[config.mk]
export PLATFORM = sky130hd
export DESIGN_NAME = cpu_hotplug_load_governor
export DESIGN_NICKNAME = d
export VERILOG_FILES = /design/src/design/chlg_pkg.sv /design/src/design/cpu_hotplug_load_governor.sv
export SDC_FILE = /design/constraint.sdc
export NUM_CORES = 1
export LEC_CHECK = 0
export BUFFER_PORTS_ARGS = -buffer_cell sky130_fd_sc_hd__buf_2
export CAP_MARGIN = 20
export CORE_MARGIN = 2
export CORE_UTILIZATION = 60
export DETAILED_ROUTE_END_ITERATION = 8
export GPL_ROUTABILITY_DRIVEN = 0
export GPL_TIMING_DRIVEN = 0
export PLACE_DENSITY = 0.84
export SYNTH_ARGS = -nofsm -noshare
export SYNTH_HDL_FRONTEND = slang
export SYNTH_SLANG_ARGS = --single-unit
[constraint.sdc]
create_clock -name clk_i -period 9.2 [get_ports clk_i]
set_clock_uncertainty 0.15 [all_clocks]
set_input_delay 1.84 -clock clk_i [delete_from_list [all_inputs] [get_ports clk_i]]
set_output_delay 1.84 -clock clk_i [all_outputs]
set_load 0.1 [all_outputs]
[src/design/chlg_pkg.sv]
// Shared widths, codes, constants and the load band lookup for the core-count governor.
package chlg_pkg;

  // Field widths
  localparam int unsigned LOAD_W     = 9;
  localparam int unsigned PCT_W      = 7;
  localparam int unsigned CNT_W      = 3;
  localparam int unsigned TIME_W     = 48;
  localparam int unsigned LOCK_W     = 32;
  localparam int unsigned HLEN_W     = 6;
  localparam int unsigned REQ_W      = 2;
  localparam int unsigned CFG_IDX_W  = 3;
  localparam int unsigned CFG_DATA_W = 32;

  // Fixed system constants
  localparam int unsigned NUM_CORES        = 4;
  localparam int unsigned DEF_MAX_HISTORY  = 32;
  localparam int unsigned MIN_BOOST_GAP_US = 150000;

  // Register reset values
  localparam logic              RST_ENABLED     = 1'b0;
  localparam logic [CNT_W-1:0]  RST_MIN_ONLINE  = 3'd1;
  localparam logic [CNT_W-1:0]  RST_MAX_ONLINE  = 3'd4;
  localparam logic [CNT_W-1:0]  RST_BOOST_COUNT = 3'd1;
  localparam logic [PCT_W-1:0]  RST_FAST_LANE   = 7'd95;
  localparam logic [LOCK_W-1:0] RST_BOOST_LOCK  = 32'd4000000;
  localparam logic [HLEN_W-1:0] RST_HISTORY_LEN = 6'd10;

  // Configuration register indexes
  typedef enum logic [CFG_IDX_W-1:0] {
    CFG_ENABLED     = 3'd0,
    CFG_MIN_ONLINE  = 3'd1,
    CFG_MAX_ONLINE  = 3'd2,
    CFG_BOOST_COUNT = 3'd3,
    CFG_FAST_LANE   = 3'd4,
    CFG_BOOST_LOCK  = 3'd5,
    CFG_HISTORY_LEN = 3'd6
  } cfg_index_e;

  // Request codes on the result channel
  typedef enum logic [REQ_W-1:0] {
    REQ_NONE = 2'd0,
    REQ_UP   = 2'd1,
    REQ_DOWN = 2'd2
  } request_e;

  // Load bands: band i+1 covers (BAND_DOWN[i], BAND_UP[i]]
  localparam int unsigned BAND_COUNT = 4;
  localparam logic [LOAD_W-1:0] BAND_UP [BAND_COUNT] = '{9'd65, 9'd120, 9'd190, 9'd410};
  localparam logic [LOAD_W-1:0] BAND_DOWN [BAND_COUNT] = '{9'd0, 9'd50, 9'd100, 9'd170};

  // First matching band gives the core count; zero when no band matches.
  function automatic logic [CNT_W-1:0] band_target(input logic [LOAD_W-1:0] avg);
    logic [CNT_W-1:0] tgt;
    logic             hit;
    tgt = '0;
    hit = 1'b0;
    for (int i = 0; i < BAND_COUNT; i++) begin
      if (!hit && (avg <= BAND_UP[i]) && (avg > BAND_DOWN[i])) begin
        tgt = CNT_W'(i + 1);
        hit = 1'b1;
      end
    end
    return tgt;
  endfunction

endpackage

[src/design/cpu_hotplug_load_governor.sv]
// Core-count governor: load history memory, averaging divider and online-core decision.
// Each accepted transaction yields exactly one result. A load sample with history length
// L > 1 writes the sample into the history memory, reads entries 0..L-1 back one per cycle
// through the registered read port, divides the sum by L in a restoring divider that
// retires one quotient bit a cycle and then decides. With L = 1 the memory is skipped and
// the sample goes straight to the divider. A user input event passes a check state and
// an event decision state. A stalled result register holds the block in its decision state
// until it is free. The block takes one transaction at a time; the result register lets
// the next transaction be accepted while a result waits.
// The history reads as zero after reset and after every history_len write through one
// valid bit per entry, so no clearing pass is needed. Configuration writes are always
// accepted and hold off the input channel in that cycle; they must only be issued while
// the block is idle.
module cpu_hotplug_load_governor
  import chlg_pkg::*;
#(
  parameter int unsigned MAX_HISTORY = DEF_MAX_HISTORY
) (
  input  logic                  clk_i,
  input  logic                  rst_ni,
  // Configuration write channel
  input  logic                  cfg_valid_i,
  output logic                  cfg_ready_o,
  input  logic [CFG_IDX_W-1:0]  cfg_index_i,
  input  logic [CFG_DATA_W-1:0] cfg_data_i,
  // Input channel
  input  logic                  in_valid_i,
  output logic                  in_ready_o,
  input  logic                  action_i,
  input  logic [TIME_W-1:0]     now_us_i,
  input  logic [LOAD_W-1:0]     load_sum_i,
  input  logic [PCT_W-1:0]      peak_load_i,
  input  logic [CNT_W-1:0]      cores_online_i,
  // Result channel
  output logic                  out_valid_o,
  input  logic                  out_ready_i,
  output logic [REQ_W-1:0]      request_o,
  output logic [CNT_W-1:0]      target_cores_o,
  output logic [LOAD_W-1:0]     average_load_o
);

  localparam int unsigned IDXW = $clog2(MAX_HISTORY);
  localparam int unsigned LENW = $clog2(MAX_HISTORY + 1);
  localparam int unsigned SUMW = LOAD_W + LENW;
  localparam int unsigned DCW  = $clog2(SUMW + 1);

  typedef enum logic [2:0] {
    ST_IDLE,
    ST_SUM,
    ST_DIV,
    ST_DECIDE,
    ST_EVT_CHK,
    ST_EVT
  } state_e;

  // Bring-up is allowed when enabled, the target is higher and headroom is left.
  function automatic logic up_allowed(input logic en, input logic [CNT_W-1:0] tgt,
                                      input logic [CNT_W-1:0] online,
                                      input logic [CNT_W-1:0] max_on);
    return en && (tgt > online) && (online < max_on);
  endfunction

  state_e               state_q;

  // Configuration registers
  logic                 enabled_q;
  logic [CNT_W-1:0]     min_online_q;
  logic [CNT_W-1:0]     max_online_q;
  logic [CNT_W-1:0]     boost_count_q;
  logic [PCT_W-1:0]     fast_lane_q;
  logic [LOCK_W-1:0]    boost_lock_q;
  logic [HLEN_W-1:0]    history_len_q;

  // Governor state
  logic [IDXW-1:0]        hist_idx_q;
  logic [MAX_HISTORY-1:0] hist_vld_q;
  logic [TIME_W-1:0]      last_input_q;
  logic [TIME_W-1:0]      last_boost_q;
  logic [LOAD_W-1:0]      last_avg_q;

  // Captured transaction
  logic [TIME_W-1:0]    now_q;
  logic [PCT_W-1:0]     peak_q;
  logic [CNT_W-1:0]     online_q;

  // Summing and division
  logic [LENW-1:0]      rd_cnt_q;
  logic                 rd_pend_q;
  logic                 rd_hit_q;
  logic [LOAD_W-1:0]    rd_data_q;
  logic [SUMW-1:0]      quo_q;
  logic [LENW-1:0]      rem_q;
  logic [DCW-1:0]       div_cnt_q;
  logic                 lock_q;
  logic                 gap_q;

  // Result register
  logic                 out_valid_q;
  logic [REQ_W-1:0]     request_q;
  logic [CNT_W-1:0]     target_q;
  logic [LOAD_W-1:0]    average_q;

  // History memory
  logic [LOAD_W-1:0]    hist_mem [MAX_HISTORY];

  logic                 accept_in;
  logic                 accept_cfg;
  logic                 out_free;
  logic                 res_load;
  logic [LENW-1:0]      len_eff;
  logic                 len_gt1;
  logic [IDXW-1:0]      slot;
  logic [LENW-1:0]      slot_nxt;
  logic [IDXW-1:0]      idx_wrap;
  logic                 hist_wr;
  logic [IDXW-1:0]      rd_addr;
  logic [SUMW-1:0]      sum_add;
  logic [LENW:0]        div_shift;
  logic                 div_ge;
  logic [LENW-1:0]      rem_nxt;
  logic [TIME_W-1:0]    since_input;
  logic [TIME_W-1:0]    since_boost;
  logic [LOAD_W-1:0]    avg;
  logic [CNT_W-1:0]     band_t;
  logic [CNT_W-1:0]     clamp_t;
  logic [CNT_W-1:0]     cand_t;
  logic                 cand_up;
  logic                 cand_dn;
  logic                 down_ok;
  request_e             smp_req;
  logic [CNT_W-1:0]     smp_tgt;
  logic                 boost_hit;
  logic                 evt_up;

  // A configuration write in the same cycle takes precedence over the input channel.
  assign accept_in   = in_valid_i && in_ready_o;
  assign accept_cfg  = cfg_valid_i && cfg_ready_o;
  assign in_ready_o  = (state_q == ST_IDLE) && !cfg_valid_i;
  assign cfg_ready_o = 1'b1;
  assign out_free    = !out_valid_q || out_ready_i;
  assign res_load    = out_free && ((state_q == ST_DECIDE) || (state_q == ST_EVT));

  // Effective history length: zero acts as one, oversize acts as the memory depth.
  always_comb begin
    if (history_len_q == '0) begin
      len_eff = LENW'(1);
    end else if (32'(history_len_q) > MAX_HISTORY) begin
      len_eff = LENW'(MAX_HISTORY);
    end else begin
      len_eff = LENW'(history_len_q);
    end
  end
  assign len_gt1 = (len_eff > LENW'(1));

  // Write slot and ring index advance.
  assign slot     = (LENW'(hist_idx_q) >= len_eff) ? '0 : hist_idx_q;
  assign slot_nxt = LENW'(slot) + LENW'(1);
  assign idx_wrap = (slot_nxt >= len_eff) ? '0 : slot_nxt[IDXW-1:0];
  assign hist_wr  = accept_in && !action_i && len_gt1;
  assign rd_addr  = rd_cnt_q[IDXW-1:0];

  // History memory: one write port, one registered read port.
  always_ff @(posedge clk_i) begin
    if (hist_wr) begin
      hist_mem[slot] <= load_sum_i;
    end
    rd_data_q <= hist_mem[rd_addr];
  end

  // Accumulation and one restoring division step.
  assign sum_add   = quo_q + (rd_hit_q ? SUMW'(rd_data_q) : '0);
  assign div_shift = {rem_q, quo_q[SUMW-1]};
  assign div_ge    = (div_shift >= {1'b0, len_eff});
  assign rem_nxt   = div_ge ? LENW'(div_shift - {1'b0, len_eff}) : div_shift[LENW-1:0];

  // Elapsed times since the last input event and the last boost.
  assign since_input = now_q - last_input_q;
  assign since_boost = now_q - last_boost_q;

  // Sample decision: fast lane, pinned counts, then the clamped load band.
  assign avg    = quo_q[LOAD_W-1:0];
  assign band_t = band_target(avg);
  always_comb begin
    if (band_t > max_online_q) begin
      clamp_t = max_online_q;
    end else if (band_t < min_online_q) begin
      clamp_t = min_online_q;
    end else begin
      clamp_t = band_t;
    end

    cand_t  = clamp_t;
    cand_up = 1'b0;
    cand_dn = 1'b0;
    if (peak_q >= fast_lane_q) begin
      cand_t  = max_online_q;
      cand_up = 1'b1;
    end else if (min_online_q == CNT_W'(NUM_CORES)) begin
      cand_t  = min_online_q;
      cand_up = (online_q != min_online_q);
    end else if (max_online_q == CNT_W'(1)) begin
      cand_t  = max_online_q;
      cand_dn = (online_q != max_online_q);
    end else begin
      cand_up = (clamp_t > online_q);
      cand_dn = (clamp_t < online_q);
    end

    down_ok = enabled_q && (cand_t < online_q) && (online_q > min_online_q) &&
              !((online_q <= boost_count_q) && lock_q);

    smp_req = REQ_NONE;
    smp_tgt = '0;
    if (cand_up && up_allowed(enabled_q, cand_t, online_q, max_online_q)) begin
      smp_req = REQ_UP;
      smp_tgt = cand_t;
    end else if (cand_dn && down_ok) begin
      smp_req = REQ_DOWN;
      smp_tgt = cand_t;
    end
  end

  // Input event decision: boost when the gap has passed and boosting would add cores.
  assign boost_hit = gap_q && (online_q < boost_count_q) && (boost_count_q > min_online_q);
  assign evt_up    = boost_hit &&
                     up_allowed(enabled_q, boost_count_q, online_q, max_online_q);

  // Sequencer, configuration, state and result registers.
  always_ff @(posedge clk_i or negedge rst_ni) begin
    if (!rst_ni) begin
      state_q       <= ST_IDLE;
      enabled_q     <= RST_ENABLED;
      min_online_q  <= RST_MIN_ONLINE;
      max_online_q  <= RST_MAX_ONLINE;
      boost_count_q <= RST_BOOST_COUNT;
      fast_lane_q   <= RST_FAST_LANE;
      boost_lock_q  <= RST_BOOST_LOCK;
      history_len_q <= RST_HISTORY_LEN;
      hist_idx_q    <= '0;
      hist_vld_q    <= '0;
      last_input_q  <= '0;
      last_boost_q  <= '0;
      last_avg_q    <= '0;
      now_q         <= '0;
      peak_q        <= '0;
      online_q      <= '0;
      rd_cnt_q      <= '0;
      rd_pend_q     <= 1'b0;
      rd_hit_q      <= 1'b0;
      quo_q         <= '0;
      rem_q         <= '0;
      div_cnt_q     <= '0;
      lock_q        <= 1'b0;
      gap_q         <= 1'b0;
      out_valid_q   <= 1'b0;
      request_q     <= '0;
      target_q      <= '0;
      average_q     <= '0;
    end else begin
      rd_hit_q <= hist_vld_q[rd_addr];
      lock_q   <= (since_input < TIME_W'(boost_lock_q));
      gap_q    <= (since_boost >= TIME_W'(MIN_BOOST_GAP_US));

      // Result valid is set when a result is loaded and cleared when it is taken.
      if (res_load) begin
        out_valid_q <= 1'b1;
      end else if (out_valid_q && out_ready_i) begin
        out_valid_q <= 1'b0;
      end

      // Configuration writes
      if (accept_cfg) begin
        case (cfg_index_e'(cfg_index_i))
          CFG_ENABLED:     enabled_q     <= cfg_data_i[0];
          CFG_MIN_ONLINE:  min_online_q  <= cfg_data_i[CNT_W-1:0];
          CFG_MAX_ONLINE:  max_online_q  <= cfg_data_i[CNT_W-1:0];
          CFG_BOOST_COUNT: boost_count_q <= cfg_data_i[CNT_W-1:0];
          CFG_FAST_LANE:   fast_lane_q   <= cfg_data_i[PCT_W-1:0];
          CFG_BOOST_LOCK:  boost_lock_q  <= cfg_data_i[LOCK_W-1:0];
          CFG_HISTORY_LEN: begin
            history_len_q <= cfg_data_i[HLEN_W-1:0];
            hist_vld_q    <= '0;
            hist_idx_q    <= '0;
          end
          default: ;
        endcase
      end

      case (state_q)
        ST_IDLE: begin
          if (accept_in) begin
            now_q     <= now_us_i;
            peak_q    <= peak_load_i;
            online_q  <= cores_online_i;
            rd_cnt_q  <= '0;
            rd_pend_q <= 1'b0;
            rem_q     <= '0;
            div_cnt_q <= '0;
            if (action_i) begin
              state_q <= ST_EVT_CHK;
            end else if (len_gt1) begin
              hist_vld_q[slot] <= 1'b1;
              hist_idx_q       <= idx_wrap;
              quo_q            <= '0;
              state_q          <= ST_SUM;
            end else begin
              quo_q   <= SUMW'(load_sum_i);
              state_q <= ST_DIV;
            end
          end
        end

        // Read entries 0..L-1 and accumulate them one per cycle.
        ST_SUM: begin
          if (rd_cnt_q < len_eff) begin
            rd_cnt_q  <= rd_cnt_q + LENW'(1);
            rd_pend_q <= 1'b1;
          end else begin
            rd_pend_q <= 1'b0;
          end
          if (rd_pend_q) begin
            quo_q <= sum_add;
          end
          if (rd_pend_q && (rd_cnt_q == len_eff)) begin
            state_q <= ST_DIV;
          end
        end

        // One quotient bit per cycle, most significant first.
        ST_DIV: begin
          rem_q     <= rem_nxt;
          quo_q     <= {quo_q[SUMW-2:0], div_ge};
          div_cnt_q <= div_cnt_q + DCW'(1);
          if (div_cnt_q == DCW'(SUMW - 1)) begin
            state_q <= ST_DECIDE;
          end
        end

        ST_DECIDE: begin
          if (out_free) begin
            request_q   <= smp_req;
            target_q    <= smp_tgt;
            average_q   <= avg;
            last_avg_q  <= avg;
            state_q     <= ST_IDLE;
          end
        end

        // Let the boost gap compare settle from the captured time.
        ST_EVT_CHK: begin
          state_q <= ST_EVT;
        end

        ST_EVT: begin
          if (out_free) begin
            last_input_q <= now_q;
            if (boost_hit) begin
              last_boost_q <= now_q;
            end
            request_q   <= evt_up ? REQ_UP : REQ_NONE;
            target_q    <= evt_up ? boost_count_q : '0;
            average_q   <= last_avg_q;
            state_q     <= ST_IDLE;
          end
        end

        default: state_q <= ST_IDLE;
      endcase
    end
  end

  assign out_valid_o    = out_valid_q;
  assign request_o      = request_q;
  assign target_cores_o = target_q;
  assign average_load_o = average_q;

  // An accepted transaction always starts work.
  a_accept_starts: assert property (@(posedge clk_i) disable iff (!rst_ni)
    accept_in |=> (state_q != ST_IDLE))
    else $error("accepted transaction did not leave idle");

  // The ring index stays inside the effective history length between samples.
  a_index_in_range: assert property (@(posedge clk_i) disable iff (!rst_ni)
    (state_q == ST_IDLE) |-> (LENW'(hist_idx_q) < len_eff))
    else $error("history index outside the history length");

  // The read counter never runs past the history length while summing.
  a_read_bound: assert property (@(posedge clk_i) disable iff (!rst_ni)
    (state_q == ST_SUM) |-> (rd_cnt_q <= len_eff))
    else $error("history read counter overran");

  // The divider remainder stays below the divisor.
  a_rem_bound: assert property (@(posedge clk_i) disable iff (!rst_ni)
    (state_q == ST_DIV) |-> (rem_q < len_eff))
    else $error("divider remainder not below divisor");

  // A result without a request carries no target.
  a_none_no_target: assert property (@(posedge clk_i) disable iff (!rst_ni)
    (out_valid_o && (request_o == REQ_NONE)) |-> (target_cores_o == '0))
    else $error("target given without a request");

endmodule
# Word-level counts from Yosys, hierarchy flattened
# Memories as Yosys holds them, arrays and structs flattened. A register that Yosys moved wholly into a read port is not among the register bits.
# Index checks and enable logic that the tools add are counted.
# totals
output_inout_bits	17
input_bits	108
wordCells	238
n_memories	1
latch_bits	0
register_bits	308
rom_bits	0
ram_bits	288
# op_classes
reduce_logical	63
n_div	0
magnitude_cmp	32
bitwise	1
muxes	80
n_shift	0
mul	0
n_addsub	7
eq_ne	26
# memory_table
memory	words	word_bits	rd	rd_ports_with_merged_regs	wr	line_no	source
hist_mem	32	9	1	1	1	cpu_hotplug_load_governor.sv:104	logic [LOAD_W-1:0] hist_mem [MAX_HISTORY];
# ops
operator	n
$mux 32	6
$sub 48x48->48	2
$mux 3	18
$ge 48x18->1 const B	1
$lt 48x32->1	1
$mux 15	3
$pmux 15 s3	1
$mux 5	8
$mux 9	4
$or 32x32->32	1
$mux 6	5
$logic_and 1x1->1	28
$pmux 6 s2	2
$reduce_and 2->1	12
$mux 1	19
$eq 3x3->1 const B	6
$gt 3x3->1	6
$le 9x7->1 const B	2
$pmux 9 s2	1
$ne 2x2->1 const B	8
$add 15x9->15	1
$lt 3x3->1	5
$pmux 3 s5	1
$eq 3x2->1 const B	4
42 further kinds	64

# Logic depth before layout (Yosys ltp)
# logic_depth
word_depth	30
mapped_depth	24

# Worst setup path after synthesis
# OpenSTA, ideal clock, no wires.
# synth_timing
kind	in2reg
startpoint	in cfg_valid_i
endpoint	mem hist_mem[0][0] (enable)
arrival_time_ps	6393
cell_stages	5
required_ps	8674
path_slack_ps	2281
cell_sequence	nor4_1 -> nand2_1 -> nor3_1 -> nand2_1 -> nor2_1
# synth_via
elab_chain_cells	7
# synth_rtl
element	line_no	source
start: declaration	cpu_hotplug_load_governor.sv:22	input logic cfg_valid_i,
$logic_not 1->1	cpu_hotplug_load_governor.sv:138	assign in_ready_o = (state_q == ST_IDLE) && !cfg_valid_i;
$logic_and 1x1->1	cpu_hotplug_load_governor.sv:138	
$logic_and 1x1->1	cpu_hotplug_load_governor.sv:136	assign accept_in = in_valid_i && in_ready_o;
$logic_and 1x1->1 (2 in series)	cpu_hotplug_load_governor.sv:159	assign hist_wr = accept_in && !action_i && len_gt1;
$mux 1	cpu_hotplug_load_governor.sv:164	if (hist_wr) begin
$mux 1 (not written as such)	cpu_hotplug_load_governor.sv:165	hist_mem[slot] <= load_sum_i;
end: declaration	cpu_hotplug_load_governor.sv:104	
# No other way between the ends.

# Final worst setup path
# layout_timing
startpoint	reg quo_q[1]
endpoint	reg target_q[2] (netlist: target_cores_o[2])
# layout_via
elab_chain_cells	30
word_cells_on_any_way	53
classes_between	order compare (14); mux (22); reduce/logical (17)
# layout_rtl
element	line_no	source
start: declaration	cpu_hotplug_load_governor.sv:91	logic [SUMW-1:0] quo_q;
start signal: assignment	cpu_hotplug_load_governor.sv:307	quo_q <= SUMW'(load_sum_i);
start signal: assignment	cpu_hotplug_load_governor.sv:322	quo_q <= sum_add;
start signal: assignment	cpu_hotplug_load_governor.sv:332	quo_q <= {quo_q[SUMW-2:0], div_ge};
$le 9x7->1 / $gt 9x1->1 (equally long branches)	chlg_pkg.sv:59	if (!hit && (avg <= BAND_UP[i]) && (avg > BAND_DOWN[i])) begin
$logic_and 1x1->1	chlg_pkg.sv:59	
$mux 1	chlg_pkg.sv:59	
$logic_not 1->1	chlg_pkg.sv:59	
$logic_and 1x1->1 (2 in series)	chlg_pkg.sv:59	
$mux 1	chlg_pkg.sv:59	
$logic_not 1->1	chlg_pkg.sv:59	
$logic_and 1x1->1 (2 in series)	chlg_pkg.sv:59	
(+10 left out)	n/a	
$mux 3	cpu_hotplug_load_governor.sv:195	if (peak_q >= fast_lane_q) begin
$lt 3x3->1	cpu_hotplug_load_governor.sv:209	down_ok = enabled_q && (cand_t < online_q) && (online_q > min_online_q) &&
$logic_and 1x1->1 (3 in series)	cpu_hotplug_load_governor.sv:209	
$logic_and 1x1->1	cpu_hotplug_load_governor.sv:217	end else if (cand_dn && down_ok) begin
$mux 3	cpu_hotplug_load_governor.sv:217	
$mux 3 *	cpu_hotplug_load_governor.sv:214	if (cand_up && up_allowed(enabled_q, cand_t, online_q, max_online_q)) begin
$mux 3 *	cpu_hotplug_load_governor.sv:340	if (out_free) begin
$pmux 3 s2 *	cpu_hotplug_load_governor.sv:289	case (state_q)
end signal: assignment	cpu_hotplug_load_governor.sv:342	target_q <= smp_tgt;
end signal: assignment	cpu_hotplug_load_governor.sv:361	target_q <= evt_up ? boost_count_q : '0;
end: declaration	cpu_hotplug_load_governor.sv:100	logic [CNT_W-1:0] target_q;
# Mark *: on every way between the ends. The rest lies on a longest branch, timed or not. The select of a mux whose other input is x is not followed.
# A chain may end at the register's enable or synchronous reset.

==> results by group <==
Logic synthesis
  – Synth top area share: 27.0%
  – Post-synth top area cell: edfxtp_1
  – Post-synth EDFFs: ~290
  – Synth Register Bits: 605
  – Register area share after synthesis: approximately half
  – Synthesized area per cell: approximately 11 um^2
  – Top post-synthesis cells by area: edfxtp_1 27%, dfrtp_1 23%, ha_1 7.6%, mux4_2 7.0%, nand2_1 4.4%
  – Main synth FF type: dfrtp_1
  – Synth async-reset ratio: between 50% and 60%
  – Mapped cell area: ~32000 um^2
  – Distinct cells, synth: 87
  – Ys Warns: 0
  – Post-Syn Nets: 3114
  – Gate count after technology mapping: 2807

Clocking
  – Cts hold-fix bufs: 0
  – Post CTS Setup Buffer Count: 0
  – CTS tree: done
  – Post-cts sizing count: 0
  – Clk buf depth: 3
  – Root buffer cell: clkbuf_16
  – H-tree levels: 2
  – Clk_lat worst skew: around 0.69 ns
  – # clock sinks: around 600
  – Worst-path clk slew: 0.06 ns
  – Num CTS Buffers: 61

Cells and area
  – Nets: ~3300
  – Share of layout cells above drive strength 1: 16.0%
  – Fill cell count: between 3000 and 4000
  – Antenna cells: 0
  – Fin cells: about 3700
  – Area delta synth->final: 11.5%
  – Most frequent cells in the layout: 373 x nand2_1, 290 x dfrtp_1, 288 x edfxtp_1
  – Most common cell after layout, fill and taps aside: nand2_1
  – Final instance area: roughly 36000 um^2

Timing
  – Final setup TNS: 0 ns
  – Final hold violations: 0
  – Fmax: 0.182 GHz
  – Max-slew headroom: a little over a quarter
  – # setup viols final: 0
  – Min Tclk post-route: 5.49 ns
  – Hold slack final: between 0.3 and 0.4 ns
  – RSZ-0062 raised after global routing: false
  – Slew Viols, Final: 0
  – Final Cycle Share: 59.7%
  – Slew at the pin closest to its max-slew limit: 1.09 ns

Flow run
  – Max_cap viols: 0

Global route
  – Gr usage total: a little under a third
  – Largest net degree at the start of global routing: between 100 and 150
  – Grt total ovfl: 0
  – Initial antenna violation count: 0
  – Global-route wire length before repair: about 130000 um
  – Vias in the first global route: roughly 24000

Detailed routing
  – Drt wl/cell: roughly 23 um
  – 1st-iter DRT viols: approximately 3000
  – Post-route ant nets: 0
  – Total number of vias: 24200
  – Via/cell ratio: around 6.5
  – # DRC: 0
  – DR pass1 iterations: 9
  – Drt total wl: between 80000 and 90000 um

Power
  – VDD IR max: between 0.0002 and 0.00025 V
  – Lkg Pwr: roughly 15 nW
  – Power Dens Cells: roughly 400 nW/um^2
  – Pwr Total: 0.0142 W

Critical path
  – Critical Path AT: just under 6 ns
  – CP endpoint kind: flip-flop
  – Crit-path max FO: 9
  – Startpoint types: flip-flop
  – Worst EP required: between 9 and 10 ns
  – Kind of critical path: flip-flop to flip-flop

Status
  – Status: finished clean

Floorplan
  – # IOs: around 130
  – Core ar.: between 50000 and 60000 um^2
  – Die H: 235 um
  – Die width: roughly 240 um
  – Die ar.: 55300 um^2
  – # rows: 84
  – Starting Density: 60.9%

Placed design
  – Placed Cells incl. Taps: about 3600
  – IO Port Bufs: around 120
  – HPWL after DPL: 58200 um
  – Placed cell area: about 34000 um^2

Min path
  – Worst hold-check path type: flip-flop to flip-flop
Yosys cell counts, types with 12 or more instances:
cell      instances
a211oi_1         13
a21o_1           84
a21oi_1         169
a31oi_1          20
and2_1           23
buf_1            16
clkbuf_1         89
dfrtp_1         290
dfstp_2          18
edfxtp_1        288
ha_1            195
inv_1           194
mux2_2          114
mux2i_1          18
mux4_2          100
nand2_1         373
nand2b_1         22
nand3_1          53
nand4_1          31
nor2_1          153
nor2b_1          25
nor3_1           20
nor4_1           12
o21a_1           21
o21ai_0         169
o21bai_1         20
xnor2_1          51
xor2_1           33
cell type report:
cell class                 instances  area (um^2)  area share, %
sequential                       605        16600           46.3
tap                              688          861           2.41
multi-input combinational       1895        14300           40.1
clock inverter                    29          424           1.19
inverter                         194          728           2.04
clock buffer                      86         1700           4.76
buffer                           113          437           1.22
timing repair buffer             127          703           1.97
per-stage QoR:
stage	util [%]	setup slack (ns)
after global placement	63.7	0.597
final	67.9	3.71
after CTS	67.8	3.85
after detailed placement	63.8	3.90
after floorplan	-	2.28
after global routing	67.9	3.29
flip-flops by register name, indices dropped and copies added (netlist names), 15 cells and up:
name	count
hist_mem	288
last_boost_q	48
last_input_q	48
now_q	48
boost_lock_q	32
hist_vld_q	32
quo_q	15
power by group:
group	internal (W)	total (W)	switching (W)
Combinational	0.00309	0.00787	0.00477
Clock	0.00150	0.00262	0.00112
Sequential	0.00334	0.00374	0.000408
critical path, cell delays in order, from the launching register on:
cell      delay, ns
dfrtp_1        0.40
clkbuf_1       0.35
o21ai_0        0.19
a211o_1        0.36
a21oi_1        0.21
o21bai_1       0.27
ha_1           0.33
nor2b_1        0.13
o21a_1         0.16
o21ai_1        0.37
o211ai_1       0.16
o21ai_0        0.16
a21oi_1        0.12
mux2i_1        0.28
ha_1           0.24
inv_1          0.05
a21o_1         0.17
a21oi_1        0.22
o21ai_0        0.12
nor4_1         0.29
nand3_1        0.13
nand2_1        0.16
a32oi_1        0.14
a21oi_1        0.20
layer usage:
| metal | wire length [um] | track usage [%] | up-vias |
|---|---|---|---|
| met2 | 39600 | 48.3 | 1544 |
| met5 | 0 | 0 | - |
| li1 | - | - | 10600 |
| met1 | 32500 | 40.2 | 11800 |
| met4 | 3710 | 13.2 | 0 |
| met3 | 9000 | 7.19 | 278 |
cell families after synthesis:
| group | after synthesis | share of synthesized area [%] |
|---|---|---|
| flip-flops | 605 | 51.7 |
| AND/OR/NAND/NOR | 760 | 10.6 |
| adder cells (fa/ha/maj) | 199 | 7.86 |
| buffers and inverters | 307 | 3.63 |
| multiplexers | 232 | 11.6 |
| other | 1 | 0.0117 |
| AO/OA/AOI/OAI | 619 | 12.4 |
| XOR/XNOR | 84 | 2.30 |
worst paths after layout:
check                          startpoint           endpoint  slack [ns]  cells past startpoint
max                              quo_q[1]  target_cores_o[2]        3.71                     23
min                        hist_vld_q[24]     hist_vld_q[24]        0.33                      1
max reg2reg                      quo_q[1]  target_cores_o[2]        3.71                     23
min reg2reg                hist_vld_q[24]     hist_vld_q[24]        0.33                      1
max in group asynchronous          rst_ni          now_q[42]        6.83                      2
min in group asynchronous          rst_ni  average_load_o[3]        0.98                      1
(Power assumes the default switching activity.)
